### src/rtl/core/lpcr_pkg.sv
// ----------------------------------------------------------------------------
// lpcr_pkg
// Types, constants and helpers shared by the coordinate reconstruct unit.
// ----------------------------------------------------------------------------
`timescale 1ns / 1ps

package lpcr_pkg;

  localparam int COORD_WIDTH = 24;
  localparam int VALUE_WIDTH = 26;
  localparam int BITS_WIDTH  = 5;
  localparam int COUNT_WIDTH = 12;
  localparam int CFG_DATA_W  = 32;
  localparam int CFG_ADDR_W  = 3;

  localparam logic [COUNT_WIDTH-1:0] COUNT_RESET = COUNT_WIDTH'(3);

  // register index, taken from paddr[2]
  localparam logic REG_COORD_COUNT = 1'b0;

  typedef struct packed {
    logic signed [VALUE_WIDTH-1:0] value;
    logic [BITS_WIDTH-1:0]         x_bits;
    logic [BITS_WIDTH-1:0]         y_bits;
    logic [BITS_WIDTH-1:0]         z_bits;
  } in_word_t;

  typedef struct packed {
    logic [COORD_WIDTH-1:0] coordinate;
    logic                   last_in_frame;
  } out_word_t;

  // classified item handed from front to back
  typedef struct packed {
    logic signed [VALUE_WIDTH-1:0] value;
    logic [COORD_WIDTH-1:0]        mask;
    logic                          predict;
    logic                          last;
  } cmd_t;

  // axis width saturates at COORD_WIDTH, zero width gives an empty mask
  function automatic logic [COORD_WIDTH-1:0] width_mask(input logic [BITS_WIDTH-1:0] bits);
    logic [COORD_WIDTH-1:0] m;
    m = '0;
    for (int i = 0; i < COORD_WIDTH; i++) begin
      m[i] = (32'(bits) > i);
    end
    return m;
  endfunction

endpackage

### src/rtl/core/lpcr_front.sv
// ----------------------------------------------------------------------------
// lpcr_front
// Accepts input words, tracks frame position, axis and frame count, and
// hands classified items to the queue.
// ----------------------------------------------------------------------------
`timescale 1ns / 1ps

module lpcr_front import lpcr_pkg::*; #(
  parameter int MAX_COORDS = 3072,
  parameter int IDX_W      = 12,
  parameter int CNT_W      = 12
) (
  input  logic                   clk,
  input  logic                   rst_n,
  input  logic                   in_valid,
  output logic                   in_ready,
  input  in_word_t               in_data,
  input  logic [COUNT_WIDTH-1:0] coord_count,
  input  logic                   q_full,
  output logic                   q_push,
  output cmd_t                   q_cmd,
  output logic [IDX_W-1:0]       q_idx
);

  typedef enum logic [1:0] {AXIS_X, AXIS_Y, AXIS_Z} axis_t;

  logic [IDX_W-1:0] idx_r, idx_nxt;
  axis_t            axis_r, axis_nxt;
  logic [1:0]       frames_r, frames_nxt;
  logic [CNT_W-1:0] eff_count;
  logic [BITS_WIDTH-1:0] sel_bits;
  logic             last;
  logic             accept;

  assign in_ready = !q_full;
  assign accept   = in_valid && in_ready;

  always_comb begin
    if (coord_count == '0) begin
      eff_count = CNT_W'(1);
    end else if (32'(coord_count) > MAX_COORDS) begin
      eff_count = CNT_W'(MAX_COORDS);
    end else begin
      eff_count = CNT_W'(coord_count);
    end
  end

  always_comb begin
    unique case (axis_r)
      AXIS_X:  sel_bits = in_data.x_bits;
      AXIS_Y:  sel_bits = in_data.y_bits;
      default: sel_bits = in_data.z_bits;
    endcase
  end

  // a count lowered mid-frame ends the frame at the first position past it
  assign last = (32'(idx_r) + 32'd1) >= 32'(eff_count);

  always_comb begin
    idx_nxt    = idx_r;
    axis_nxt   = axis_r;
    frames_nxt = frames_r;
    if (accept) begin
      if (last) begin
        idx_nxt  = '0;
        axis_nxt = AXIS_X;
        if (frames_r < 2'd2) begin
          frames_nxt = frames_r + 2'd1;
        end
      end else begin
        idx_nxt  = idx_r + IDX_W'(1);
        axis_nxt = (axis_r == AXIS_Z) ? AXIS_X : axis_t'(axis_r + 2'd1);
      end
    end
  end

  always_ff @(posedge clk) begin
    if (!rst_n) begin
      idx_r    <= '0;
      axis_r   <= AXIS_X;
      frames_r <= 2'd0;
    end else begin
      idx_r    <= idx_nxt;
      axis_r   <= axis_nxt;
      frames_r <= frames_nxt;
    end
  end

  assign q_push        = accept;
  assign q_idx         = idx_r;
  assign q_cmd.value   = in_data.value;
  assign q_cmd.mask    = width_mask(sel_bits);
  assign q_cmd.predict = (frames_r >= 2'd2);
  assign q_cmd.last    = last;

endmodule

### config.mk
export PLATFORM = sky130hd
export DESIGN_NAME = lpcr_front
export DESIGN_NICKNAME = d
export VERILOG_FILES = /design/src/rtl/core/lpcr_pkg.sv /design/src/rtl/core/lpcr_front.sv
export SDC_FILE = /design/constraint.sdc
export NUM_CORES = 1
export LEC_CHECK = 0
export ABC_AREA = 0
export BUFFER_PORTS_ARGS = -buffer_cell sky130_fd_sc_hd__buf_2
export CAP_MARGIN = 0
export CORE_MARGIN = 1.5
export CORE_UTILIZATION = 44
export CTS_CLUSTER_SIZE = 24
export DETAILED_ROUTE_END_ITERATION = 10
export PLACE_DENSITY = 0.95
export SLEW_MARGIN = 20
export SYNTH_ARGS = -nofsm -noshare
export SYNTH_HDL_FRONTEND = slang
export SYNTH_SLANG_ARGS = --single-unit
### constraint.sdc
create_clock -name clk -period 7.05 [get_ports clk]
set_input_delay 0.3525 -clock clk [delete_from_list [all_inputs] [get_ports clk]]
set_output_delay 0.3525 -clock clk [all_outputs]
set_load 0.05 [all_outputs]
== Word-level counts from Yosys, hierarchy flattened ==
Index checks and enable logic that the tools add are counted.
Storage, ports and cells
  bits in registers: 16
  output and inout bits: 66
Cells by class
  add/sub/neg operators: 4
  magnitude comparators: 28
  equal/unequal tests: 2
  multiplexer cells: 6
  reduce and logical (&&, ||, !) cells: 5
Operators by type and width (number)
  5-bit by 4-bit greater-than comparator with 1-bit output, second input constant: 8
  5-bit greater-than comparator, second input constant: 8
  12-bit 2-to-1 mux: 3
  5-bit by 3-bit greater-than comparator with 1-bit output, second input constant: 4
  12-bit by 1-bit adder with 13-bit output, second input constant: 1
  13-bit by 12-bit >= comparator with 1-bit output: 1
  12-bit by 1-bit adder with 12-bit output, second input constant: 1
  12-bit greater-than comparator, second input constant: 1
  12-bit logical NOT: 1
  5-bit by 1-bit greater-than comparator with 1-bit output, second input constant: 2
  5-bit by 2-bit greater-than comparator with 1-bit output, second input constant: 2
  5-bit case mux with 2 select lines: 1
  2-bit by 1-bit adder with 2-bit output, second input constant: 2
  2-bit 2-to-1 mux: 2
  3-bit AND reduction: 1
  2-bit by 1-bit == test with 1-bit output, second input constant: 1
  2-bit == test, second input constant: 1
  2-bit >= comparator, second input constant: 1
  2-bit logical NOT: 1
  2-bit < comparator, second input constant: 1
  1-bit logical AND: 1
  1-bit logical NOT: 1

== Logic depth before layout (Yosys ltp) ==
  depth in word-level cells: 5
  gate-level depth with buffers: 14

== Worst setup path before layout ==
No wires, ideal clock.
  path type: reg2out
  start: register axis_r[0]
  end: output q_cmd[14] (netlist name)
  arrival time: 3374 ps
  data required time: 6698 ps
  setup slack: 3324 ps
  cell stages (with the launch flop): 6
  path buffers: 1
  path through: dfxtp_1 clkbuf_1 mux2i_1 o21a_1 o21ai_0 a21boi_0
RTL lines
  from (decl): RTL line lpcr_front.sv:28  | axis_t axis_r, axis_nxt;
  from (signal assigned): RTL line lpcr_front.sv:84  | axis_r <= axis_nxt;
  to (decl): RTL line lpcr_front.sv:21  | output cmd_t q_cmd,

==> flow_metrics.env <==
export IMPL_crit_fanout=10
export IMPL_cpPeakStageDelay_ns=0.52
export IMPL_cts_sinks=16
export IMPL_synth_compound_gate_area_share_pct=21.2
export IMPL_final_cell_mix="buf_2 (70), nand2_1 (32), nor2_1 (16), dfxtp_1 (16), ha_1 (14)"
export IMPL_core_um2=3660
export IMPL_worst_setup_path_start_kind="register"
export IMPL_post_dp_hpwl_um=3150
export IMPL_worstPathArrival_ns=3.32
export IMPL_synthesis_nets=299
export IMPL_fin_crit_sh_pct=52.2
export IMPL_synth_seq_cells=16
export IMPL_fmax_ghz=0.272
export IMPL_vias_per_cell=5.35
export IMPL_antenna_found_initial=0
export IMPL_clockBufferDepth=2
export IMPL_yosys_warnings=0
export IMPL_root_buffer="clkbuf_8"
export IMPL_pwr_share_seq_pct=32.2
export IMPL_irDropWorstVdd_mv=0.0611
export IMPL_slew_headroom_pct=30.6
export IMPL_cts_buffers=3
export IMPL_clkLatencyLatePin_ns=0.24
export IMPL_initial_core_util_pct=45.9
export IMPL_power_density_nw_per_um2=157
export IMPL_synthFlopType="dfxtp_1"
export IMPL_htreeDepth=1
export IMPL_vias=1675
export IMPL_final_layout_size_suffix_gt1_share_pct=30.2
export IMPL_grt_overflow=0
export IMPL_synth_largest_area_cell="dfxtp_1"
export IMPL_synth_mux_area_share_pct=2.98
export IMPL_track_usage_pct=18.7
export IMPL_crit_top_cell="ha_1"
export IMPL_rrSetupSlack_ns=3.62
export IMPL_setup_violations=0
export IMPL_synth_edff_count=0
export IMPL_synth_simple_gate_area_share_pct=24.9
export IMPL_grt_max_degree=18
export IMPL_synth_area_um2=1680
export IMPL_p_leak_nw=0.918
export IMPL_hold_buffers=0
export IMPL_synth_top_family_by_area="simple AND/OR/NAND/NOR gates"
export IMPL_final_common_cell="buf_2"
export IMPL_status="completed"
export IMPL_power_share_clock_pct=22.4
export IMPL_critPathKind="register to output pin"
export IMPL_die_h_um=64.8
export IMPL_setup_worst_path_end_class="output pin"
export IMPL_grt_pass1_vias=1465
export IMPL_crit_slowest_cell="a211oi_2"
export IMPL_diodes=0
export IMPL_wl_per_cell_um=12.5
export IMPL_internal_power_mw=0.163
export IMPL_drt_iter0_drc=87
export IMPL_synth_top_area_share_pct=19.1
export IMPL_io_pins=123
export IMPL_fp_dieW_um=64.8
export IMPL_timing_setup_tns_ns=0
export IMPL_maxCapViolations=0
export IMPL_fin_crit_ns=3.68
export IMPL_post_cts_setup_buffers=0
export IMPL_hp_class="input pin to register"
export IMPL_firstDrtPassIters=4
export IMPL_cts_resized=0
export IMPL_p_total_mw=0.295
export IMPL_path_cells="ha_1, nand3_2, or2_4, nor2_1, xnor2_1, ha_1, a21o_1, a21oi_1, o31ai_4, a211oi_2, inv_1, buf_2"
export IMPL_cts_tree="yes"
export IMPL_rows=22
export IMPL_pwr_share_comb_pct=45.4
export IMPL_worstMarginPinSlew_ns=1.04
export IMPL_gp_congestion=0.892
export IMPL_switching_share_pct=44.7
export IMPL_ant_nets=0
export IMPL_syn_mean_instance_area_um2=7.37
export IMPL_worstPathRequired_ns=6.70
export IMPL_yosys_top_cells_area="dfxtp_1 (19%), buf_4 (13%), ha_1 (10%)"
export IMPL_hold_violations=0
export IMPL_port_buffers=70
export IMPL_slew_violations=0
export IMPL_synth_cell_types=43
export IMPL_synth_xor_area_share_pct=4.17
export IMPL_yosysSeqAreaShare_pct=19.1
export IMPL_net_switching_power_mw=0.132
export IMPL_clk_pin_slew_ns=0.06
export IMPL_wl_um=3900
export IMPL_final_nets=338
export IMPL_finalClockSkew_ns=0.00137
export IMPL_synth_cells=228
export IMPL_synthAdderAreaFrac_pct=10.4
export IMPL_die_area_um2=4200
export IMPL_grt_pass1_wl_um=6330
export IMPL_rsz0062_at_grt="false"
export IMPL_async_flop_share_pct=0
export IMPL_area_growth_pct=12.1
export IMPL_drc_errors=0
-- cell usage after synthesis, types with 2 or more instances --
master     n
dfxtp_1   16
nand4_1    4
ha_1      14
nor2_1    16
xor2_1     3
nor4_1     2
nand4b_1   2
or2_2      2
and3_1     2
nand2b_1   2
a211oi_1   2
inv_1     11
nand2_1   32
o21ai_0   13
and2_1     3
o211ai_1   3
xnor2_1    5
nand3_1   10
a21o_1     2
clkbuf_1   6
a22o_1     7
or3_1      2
a21oi_1   12
buf_4     28
nor3_1     3
o21a_1     2
nand3_2    2
mux2i_1    5
o31ai_1    3
-- layout make-up --
type / count / area, um2
Sequential cell: 16 / 320
Fill cell: 358 / 1780
Tap cell: 48 / 60.1
Clock buffer: 3 / 41.3
Timing Repair Buffer: 70 / 350
Inverter: 11 / 41.3
Multi-Input combinational cell: 165 / 1070
-- cells by family after synthesis --
kind of cell / count (synthesis)
AOI/OAI and AO/OA: 52
adders and majority gates: 14
and+or+nand+nor: 86
xor gates and xnor gates: 8
muxes: 5
buffers and inverters: 47
DFF: 16
-- path summary, 6_finish.rpt --
kind	from	endpoint	depth (start not counted)
setup / recovery	q_idx[0]$_SDFFE_PN0P_	q_cmd[0]	12
hold / removal	rst_n	frames_r[1]$_SDFFE_PN0P_	2
setup reg to reg	q_idx[0]$_SDFFE_PN0P_	q_idx[3]$_SDFFE_PN0P_	12
hold reg to reg	frames_r[0]$_SDFFE_PN0P_	frames_r[0]$_SDFFE_PN0P_	2
-- registers in the layout, indices dropped and copies added (netlist names) --
signal	cells
q_idx	12
frames_r	2
axis_r	2
-- power groups by stage --
stage / registers, mW / logic [mW] / clock network, mW
finish: 0.0949 / 0.134 / 0.0661
global route: 0.0953 / 0.144 / 0.0742
CTS: 0.0949 / 0.133 / 0.0675
detailed placement: 0.0969 / 0.133 / 0
global placement: 0.0968 / 0.132 / 0
floorplan: 0.0973 / 0.140 / 0
-- stage by stage --
step / hold WS (ns) / util (%) / cells / worst slack, ns / instance area, um2
floorplan: 0.451 / - / 228 / 3.32 / 1680
global placement: 0.464 / 50.3 / 310 / 3.74 / 1840
detailed placement: 0.468 / 50.3 / 310 / 3.62 / 1840
CTS: 0.414 / 51.4 / 313 / 3.37 / 1880
global route: 0.430 / 51.4 / 313 / 3.08 / 1880
finish: 0.419 / 51.4 / 313 / 3.37 / 1880
-- routing by layer --
metal	vias to the layer above	global-route usage, %	wire length [um]
met3	4	2.78	307
met2	68	31.8	1880
met4	0	8.24	55
met5	-	0	0
li1	847	-	-
met1	756	23.3	1660
-- worst max-delay path, delay by kind of cell (launching register included) --
kind	cells	cell delay, ns
simple gates	3	0.56
flops	1	0.43
buf+inv	2	0.31
xor+xnor	1	0.17
fa+ha+maj	2	0.56
compound gates	4	1.04
Note: power is estimated with default switching activity, not from simulation.
