**src/rtl/core/lpcr_queue.sv**
```systemverilog
// ----------------------------------------------------------------------------
// lpcr_queue
// Two-entry queue between front and back.
// ----------------------------------------------------------------------------
`timescale 1ns / 1ps

module lpcr_queue #(
  parameter int WIDTH = 64
) (
  input  logic             clk,
  input  logic             rst_n,
  input  logic             push,
  input  logic [WIDTH-1:0] push_data,
  input  logic             pop,
  output logic [WIDTH-1:0] pop_data,
  output logic             full,
  output logic             not_empty
);

  logic [WIDTH-1:0] slot_r [2];
  logic             wr_ptr_r, rd_ptr_r;
  logic [1:0]       count_r, count_nxt;

  assign full      = (count_r == 2'd2);
  assign not_empty = (count_r != 2'd0);
  assign pop_data  = slot_r[rd_ptr_r];

  always_comb begin
    count_nxt = count_r;
    if (push && !pop) begin
      count_nxt = count_r + 2'd1;
    end else if (pop && !push) begin
      count_nxt = count_r - 2'd1;
    end
  end

  always_ff @(posedge clk) begin
    if (!rst_n) begin
      wr_ptr_r <= 1'b0;
      rd_ptr_r <= 1'b0;
      count_r  <= 2'd0;
    end else begin
      count_r <= count_nxt;
      if (push) begin
        wr_ptr_r <= !wr_ptr_r;
      end
      if (pop) begin
        rd_ptr_r <= !rd_ptr_r;
      end
    end
  end

  always_ff @(posedge clk) begin
    if (push) begin
      slot_r[wr_ptr_r] <= push_data;
    end
  end

endmodule

```
**config.mk**
```make
export PLATFORM = sky130hd
export DESIGN_NAME = lpcr_queue
export DESIGN_NICKNAME = d
export VERILOG_FILES = /design/src/rtl/core/lpcr_queue.sv
export SDC_FILE = /design/constraint.sdc
export NUM_CORES = 1
export LEC_CHECK = 0
export BUFFER_PORTS_ARGS = -buffer_cell sky130_fd_sc_hd__buf_4
export CAP_MARGIN = 20
export CORE_ASPECT_RATIO = 0.6
export CORE_MARGIN = 2
export CORE_UTILIZATION = 35
export CTS_CLUSTER_DIAMETER = 120
export DETAILED_ROUTE_END_ITERATION = 10
export GPL_TIMING_DRIVEN = 0
export PLACE_DENSITY = 0.62
export SLEW_MARGIN = 10
export SYNTH_ARGS = -nofsm -noshare
export SYNTH_HDL_FRONTEND = slang
export SYNTH_SLANG_ARGS = --single-unit
```
**constraint.sdc**
```tcl
create_clock -name clk -period 4.3 [get_ports clk]
set_input_delay 0.43 -clock clk [delete_from_list [all_inputs] [get_ports clk]]
set_output_delay 0.43 -clock clk [all_outputs]
set_load 0.01 [all_outputs]
```
# ---- Word level (Yosys, flattened, before mapping)
# Memories as Yosys holds them, arrays and structs flattened. A register that Yosys moved wholly into a read port is not among the register bits.
# Index checks and enable logic that the tools add are counted.
dict set report word_totals {
  elab_cells 21
  inputBits 68
  memories 1
  register_bits 4
  ram_bits 128
  output_inout_bits 66
}
dict set report classes {
  eq_ne 1
  n_mux 6
  n_reduce_logical 8
  n_addsub 2
}
# memory depth word_bits read_ports rd_clocked_by_memory_dff wr line
set memory_table {}
lappend memory_table {slot_r 2 64 1 1 1 20} ;# logic [WIDTH-1:0] slot_r [2];
# op n
set op_table {}
lappend op_table {{1-bit zero test} 4}
lappend op_table {{1-bit 2-to-1 mux} 4}
lappend op_table {{2-bit 2-to-1 mux} 2}
lappend op_table {{2-bit nonzero test} 2}
lappend op_table {{2-bit by 1-bit adder with 2-bit output, second input constant} 1}
lappend op_table {{2-bit equality test, second input constant} 1}
lappend op_table {{1-bit logical AND} 2}
lappend op_table {{2-bit by 1-bit subtractor with 2-bit output, second input constant} 1}

# ---- Longest topological paths before layout
# Gate-level depths: netlist (run 1).
dict set report logic_depth {
  ltp_word 4
  ltp_mapped 5
  depth_no_buf 5
}

# ---- Least setup slack after synthesis (run 1)
# OpenSTA, ideal clock, no wires.
dict set report synth_path {
  kind {in2reg}
  start {input push}
  end {memory slot_r[0][0] (enable)}
  setup_time_ps 495
  path_slack_ps 530
  arrival_ps 3275
  n_path_buf 0
  path_stages 1
  required_ps 3805
  cell_sequence {nor2b_1}
}
dict set report synth_via {
  elab_chain_len 2
}
# element line
set synth_lines {}
lappend synth_lines {{start: declaration} 12} ;# input logic push,
lappend synth_lines {{1-bit 2-to-1 mux} 54} ;# if (push) begin
lappend synth_lines {{1-bit 2-to-1 mux (implied by the code)} 55} ;# slot_r[wr_ptr_r] <= push_data;
lappend synth_lines {{end: declaration} 20}
# No other way between the ends.

==> results of run 1 <==
## logic make-up (layout without fill, tap and decap cells)
| logic type | Yosys count | in the layout | synth area share |
|---|---|---|---|
| AO/OA/AOI/OAI | 3 | 3 | 0.00412 |
| multiplexers | 64 | 64 | 0.148 |
| adder cells (fa/ha/maj) | 1 | 1 | 0.00257 |
| flip-flops | 133 | 133 | 0.811 |
| XOR/XNOR | 3 | 3 | 0.00541 |
| AND/OR/NAND/NOR | 9 | 9 | 0.0121 |
| buffers and inverters | 8 | 176 | 0.0162 |
## sequential cells by signal, summed over array words and instances (netlist names), named ones only
signal,flops
count_r,2
rd_ptr_r,1
slot_r,128
wr_ptr_r,1
## layout by cell type (no fill, tap or decap)
master      instances
inv_1               1
buf_16              1
xnor2_1             1
buf_6               6
o21a_1              1
clkinv_4            3
ha_1                1
buf_12              2
or2_2               1
nor2b_4             1
edfxtp_1          128
mux2_2             64
a21boi_1            1
dfxtp_1             5
and2b_2             1
o21ai_0             1
nor2b_1             1
clkinvlp_4          1
xor2_1              2
bufinv_16           6
or3_1               1
clkinv_1            1
clkbuf_1            3
and2_4              1
clkbuf_16          17
buf_4             134
inv_6               1
and2_1              3
## worst register-to-register path: stages (launching register included)
cell and delay (ps):
dfxtp_1 340, nor2b_4 590, buf_12 290
## area by class of cell
type                    count  area [sq um]
fillers                  1155          6810
multi-input cells          80           848
clock buffers              20           437
clock inverters            12           226
well taps                 175           219
plain buffers               7          75.1
repair buffers            136          1070
inverters                   1          3.75
flip-flops and latches    133          3940
## Yosys cell counts
cell,n,area (sq um)
xor2_1,2,17.5
o21a_1,1,7.51
buf_4,1,7.51
o21ai_0,1,5.00
mux2_2,64,721
and2_1,4,25.0
buf_6,6,67.6
inv_1,1,3.75
nor2b_1,2,12.5
or2_2,1,6.26
and2b_2,1,8.76
or3_1,1,6.26
dfxtp_1,5,100
a21boi_1,1,7.51
edfxtp_1,128,3840
ha_1,1,12.5
xnor2_1,1,8.76
## metrics by stage
step	setup TNS (ps)	setup slack, ps	util	hold WS (ps)
2_1_floorplan	0	530	-	461
3_3_place_gp	-79860	-1230	0.446	475
3_5_place_dp	0	2510	0.452	514
4_1_cts	0	2210	0.500	190
5_1_grt	0	2160	0.500	186
6_report	0	2260	0.500	211
## metal layers
metal  vias to the layer above  track usage  part of all wire
li1                       1187            -                 -
met1                      1218        0.142              0.43
met2                       104        0.199              0.45
met3                         8       0.0777              0.12
met4                         0       0.0390            0.0087
met5                         -            0                 0
## power groups by stage
stage | clock [mW] | sequential, mW | combinational [mW]
finish | 1.60 | 1.51 | 0.365
global route | 1.70 | 1.52 | 0.394
CTS | 1.65 | 1.51 | 0.373
detailed placement | 0 | 1.54 | 0.371
global placement | 0 | 1.54 | 0.354
floorplan | 0 | 1.54 | 0.177
## worst max-delay path by stage
stage / startpoint / to / slack (ps)
after floorplan: push / slot_r[0][0] / 530
after global placement: push / slot_r[0][24] / -1230
after detailed placement: push / slot_r[0][24] / 2510
after CTS: flop / pop_data[16] / 2210
after global routing: flop / pop_data[57] / 2160
final: flop / pop_data[11] / 2260
==> impl_metrics.tcl, run 1 <==
set metrics [dict create \
    crit_chain "buf_4, buf_6, mux2_2, buf_4" \
    reg2reg_depth 2 \
    p_seq_frac 0.435 \
    post_route_cells_drive_above_1_share 0.614 \
    core_sq_mm 0.0136 \
    period_share 0.474 \
    syn-num-nets 290 \
    pwr-share-comb 0.105 \
    path_common_cell "buf_4" \
    cts_setup_buffers 0 \
    min-delay-start "push_data[31]" \
    cts-root-buf "clkbuf_16" \
    post-route-drc-count 0 \
    antenna_found_initial 0 \
    place_congestion 0.698 \
    cp_max_fo 10 \
    htreeDepth 4 \
    grt_max_degree 35 \
    leakage_nw 2.58 \
    min_to "slot_r[0][31]" \
    cp_data_arrival_time_ps 1610 \
    fin_nets 445 \
    ys_seq_area_frac 0.811 \
    antenna_cells 0 \
    yosysWarnings 0 \
    insertion_delay_ps 400 \
    clockBufferDepth 2 \
    rr_endpoint "slot_r[0][16]" \
    cts_resized 0 \
    r2r_slack_ps 2760 \
    slowest_delay_ps 350 \
    grt_pass1_vias 2670 \
    grt_usage 0.125 \
    layout_min_cycle_time_ps 2040 \
    wl_mm 9.01 \
    p_int_mw 2.79 \
    drv_slew 0 \
    synth-seq-cells 133 \
    io_buffers 133 \
    dp_cells 532 \
    synthCells 221 \
    rsz0062_at_grt "false" \
    initial_core_util 0.357 \
    worst_path_max_delay_cell "mux2_2" \
    switching_power_mw 0.686 \
    io_pins 134 \
    p_per_area_mw_per_mm2 510 \
    viasPerCell 4.46 \
    hold_buffers 0 \
    critPathKind "flop to output pin" \
    crit_family "buffers and inverters" \
    cp.required_ps 3870 \
    ant_nets 0 \
    tritoncts "built" \
    area_delta_synth_final_pct 40.3 \
    r2r-start "wr_ptr_r" \
    path_buf_inv 3 \
    num_vias 2517 \
    critPathLaunchType "flop" \
    fmax_ghz 0.490 \
    row_count 33 \
    cp-end-kind "output pin" \
    max_cap_viol_count 0 \
    clkPwrFrac 0.460 \
    clk_pin_slew_worst_paths_ps 50 \
    dp_hpwl_mm 6.08 \
    cts_made_buffers 17 \
    firstDrtPassIters 4 \
    maxSlewHeadroom 0.515 \
    fin_cells 564 \
    synth.avg_cell_area_sq_um 22.0 \
    routedWlPerCell_microns 16.0 \
    die_h_microns 95.3 \
    vdd_drop_max_mv 0.249 \
    die_area_sq_mm 0.0149 \
    dpl_cell_area_sq_mm 0.00616 \
    min_path_cells 1 \
    dieWidth_microns 156 \
    setup_violations 0 \
    synth.distinct_cells 17 \
    hold_viol 0 \
    clock_skew_ps 6.91 \
    run_status "finished clean" \
    cp_num_cells 4 \
    grt_first_pass_wirelength_mm 13.6 \
    tightestPinTransition_ps 726 \
    netlist_area_sq_mm 0.00486 \
    switching_share 0.197 \
    grt-ovfl-total 0 \
    clock_sinks 133 \
    power_mw 3.48 \
    fin_area_sq_mm 0.00682 \
    drtIter0Drc 105 \
    min_path_type "input pin to flop" \
]
(Power assumes the default switching activity.)
==> run 2, diff against run 1 <==
Clock period 4.3 ns to 1.9 ns, I/O delays scaled along.
==> impl_metrics.tcl, run 2 (synthesis results as in run 1) <==
set metrics [dict create \
    final_common_cell "buf_4" \
    fillers 1108 \
    maxSlewHeadroom 0.682 \
    crit_chain "buf_4, buf_6, mux2_2, buf_4" \
    tightestPinTransition_ps 477 \
    clk_pin_slew_worst_paths_ps 60 \
    die_area_sq_mm 0.0149 \
    grt-ovfl-total 0 \
    vdd_drop_max_mv 0.648 \
    cts_setup_buffers 0 \
    clock_sinks 133 \
    leakage_nw 2.82 \
    cp-end-kind "output pin" \
    area_delta_synth_final_pct 52.2 \
    core_sq_mm 0.0136 \
    max_cap_viol_count 0 \
    worst_path_max_delay_cell "mux2_2" \
    top_register "slot_r" \
    cp_max_fo 10 \
    drv_slew 0 \
    run_status "finished clean" \
    path_common_cell "buf_4" \
    tritoncts "built" \
    dpl_cell_area_sq_mm 0.00615 \
    initial_core_util 0.357 \
    grt_usage 0.131 \
    cts_made_buffers 17 \
    largest_register_ffs 128 \
    die_h_microns 95.3 \
    clockBufferDepth 2 \
    fin_area_sq_mm 0.00740 \
    seqCellArea_sq_mm 0.00394 \
    min_path_type "input pin to flop" \
    p_per_area_mw_per_mm2 1040 \
    viasPerCell 4.33 \
    grt_first_pass_wirelength_mm 14.3 \
    num_vias 2713 \
    drtIter0Drc 93 \
    cp.required_ps 1710 \
    busiest_layer "met2" \
    reg_top3 "slot_r (128), count_r (2)" \
    hold_viol 0 \
    ant_nets 0 \
    grt_max_degree 34 \
    clock_skew_ps 4.99 \
    io_pins 134 \
    insertion_delay_ps 400 \
    cp_data_arrival_time_ps 1630 \
    critPathLaunchType "flop" \
    timing.hold.ws_ps 26.4 \
    mostFrequentLayoutCells "buf_4, edfxtp_1, mux2_2, dlygate4sd3_1, clkbuf_16" \
    htreeDepth 4 \
    wl_mm 9.53 \
    post-route-drc-count 0 \
    rsz0062_at_grt "false" \
    row_count 33 \
    place_congestion 0.696 \
    setup_violations 0 \
    post_route_cells_drive_above_1_share 0.532 \
    gr-usage-met2 0.209 \
    routedWlPerCell_microns 15.2 \
    antenna_found_initial 0 \
    io_buffers 133 \
    multi_input_area_sq_um 848 \
    period_share 0.957 \
    cts-root-buf "clkbuf_16" \
    met3_usage 0.0650 \
    met1_usage 0.157 \
    antenna_cells 0 \
    firstDrtPassIters 4 \
    critPathKind "flop to output pin" \
    slowest_delay_ps 360 \
    grt_pass1_vias 2886 \
    fmax_ghz 0.550 \
    dp_hpwl_mm 5.97 \
    layout_min_cycle_time_ps 1820 \
    fin_nets 509 \
    power_mw 7.72 \
    dieWidth_microns 156 \
]
==> run 2: cell count changes in the layout (fill, tap and decap cells not counted), sizes merged <==
cell / change
clkinvlp: +1
inv: +1
clkbuf: -2
dlygate4sd3: +64
bufinv: -2
==> run 2: per-stage QoR <==
| stage | setup TNS (ps) | instances | worst slack [ps] | util |
|---|---|---|---|---|
| 3_5_place_dp | 0 | 532 | 385 | 0.451 |
| 6_report | 0 | 626 | 82.2 | 0.543 |
| 4_1_cts | 0 | 626 | 30.3 | 0.543 |
| 3_3_place_gp | -36270 | 529 | -374 | 0.447 |
| 2_1_floorplan | 0 | 221 | 189 | - |
| 5_1_grt | 0 | 626 | 2.00 | 0.543 |
==> run 2: worst paths after layout <==
| kind | slack [ps] | cells past startpoint | to | startpoint |
|---|---|---|---|---|
| worst max-delay path | 80 | 4 | pop_data[12] | flop |
| worst min-delay path | 30 | 2 | count_r[0] | rst_n |
| worst max register to register | 430 | 2 | slot_r[1][59] | wr_ptr_r |
| worst min register to register | 510 | 2 | count_r[1] | count_r[1] |
==> run 2: per-layer routing <==
layer,vias up,part of all wire
met2,102,0.45
met5,-,0
li1,1307,-
met3,6,0.094
met1,1298,0.45
met4,0,0.0044
==> run 2: area by class of cell <==
type	instances	share of cell area
flip-flops and latches	133	0.533
repair buffers	200	0.230
multi-input cells	80	0.115
clock buffers	18	0.0580
well taps	175	0.0296
clock inverters	12	0.0244
plain buffers	7	0.0101
inverters	1	0.000507
==> run 2: what timing repair did <==
item	4_1_cts	5_1_grt
gates resized for setup	0	0
hold buffers	64	0
hold endpoints to repair	128	0
==> run 2: critical path: cells and delay by family (launching register included) <==
family / cells / cell delay (ps)
buf+inv: 3 / 560
mux: 1 / 360
flops: 1 / 310
==> run 2: power breakdown <==
part / leakage, nW / internal, mW / switching (mW)
registers: 1.24 / 3.39 / 0.0351
logic: 1.28 / 0.551 / 0.389
clock network: 0.293 / 2.19 / 1.17
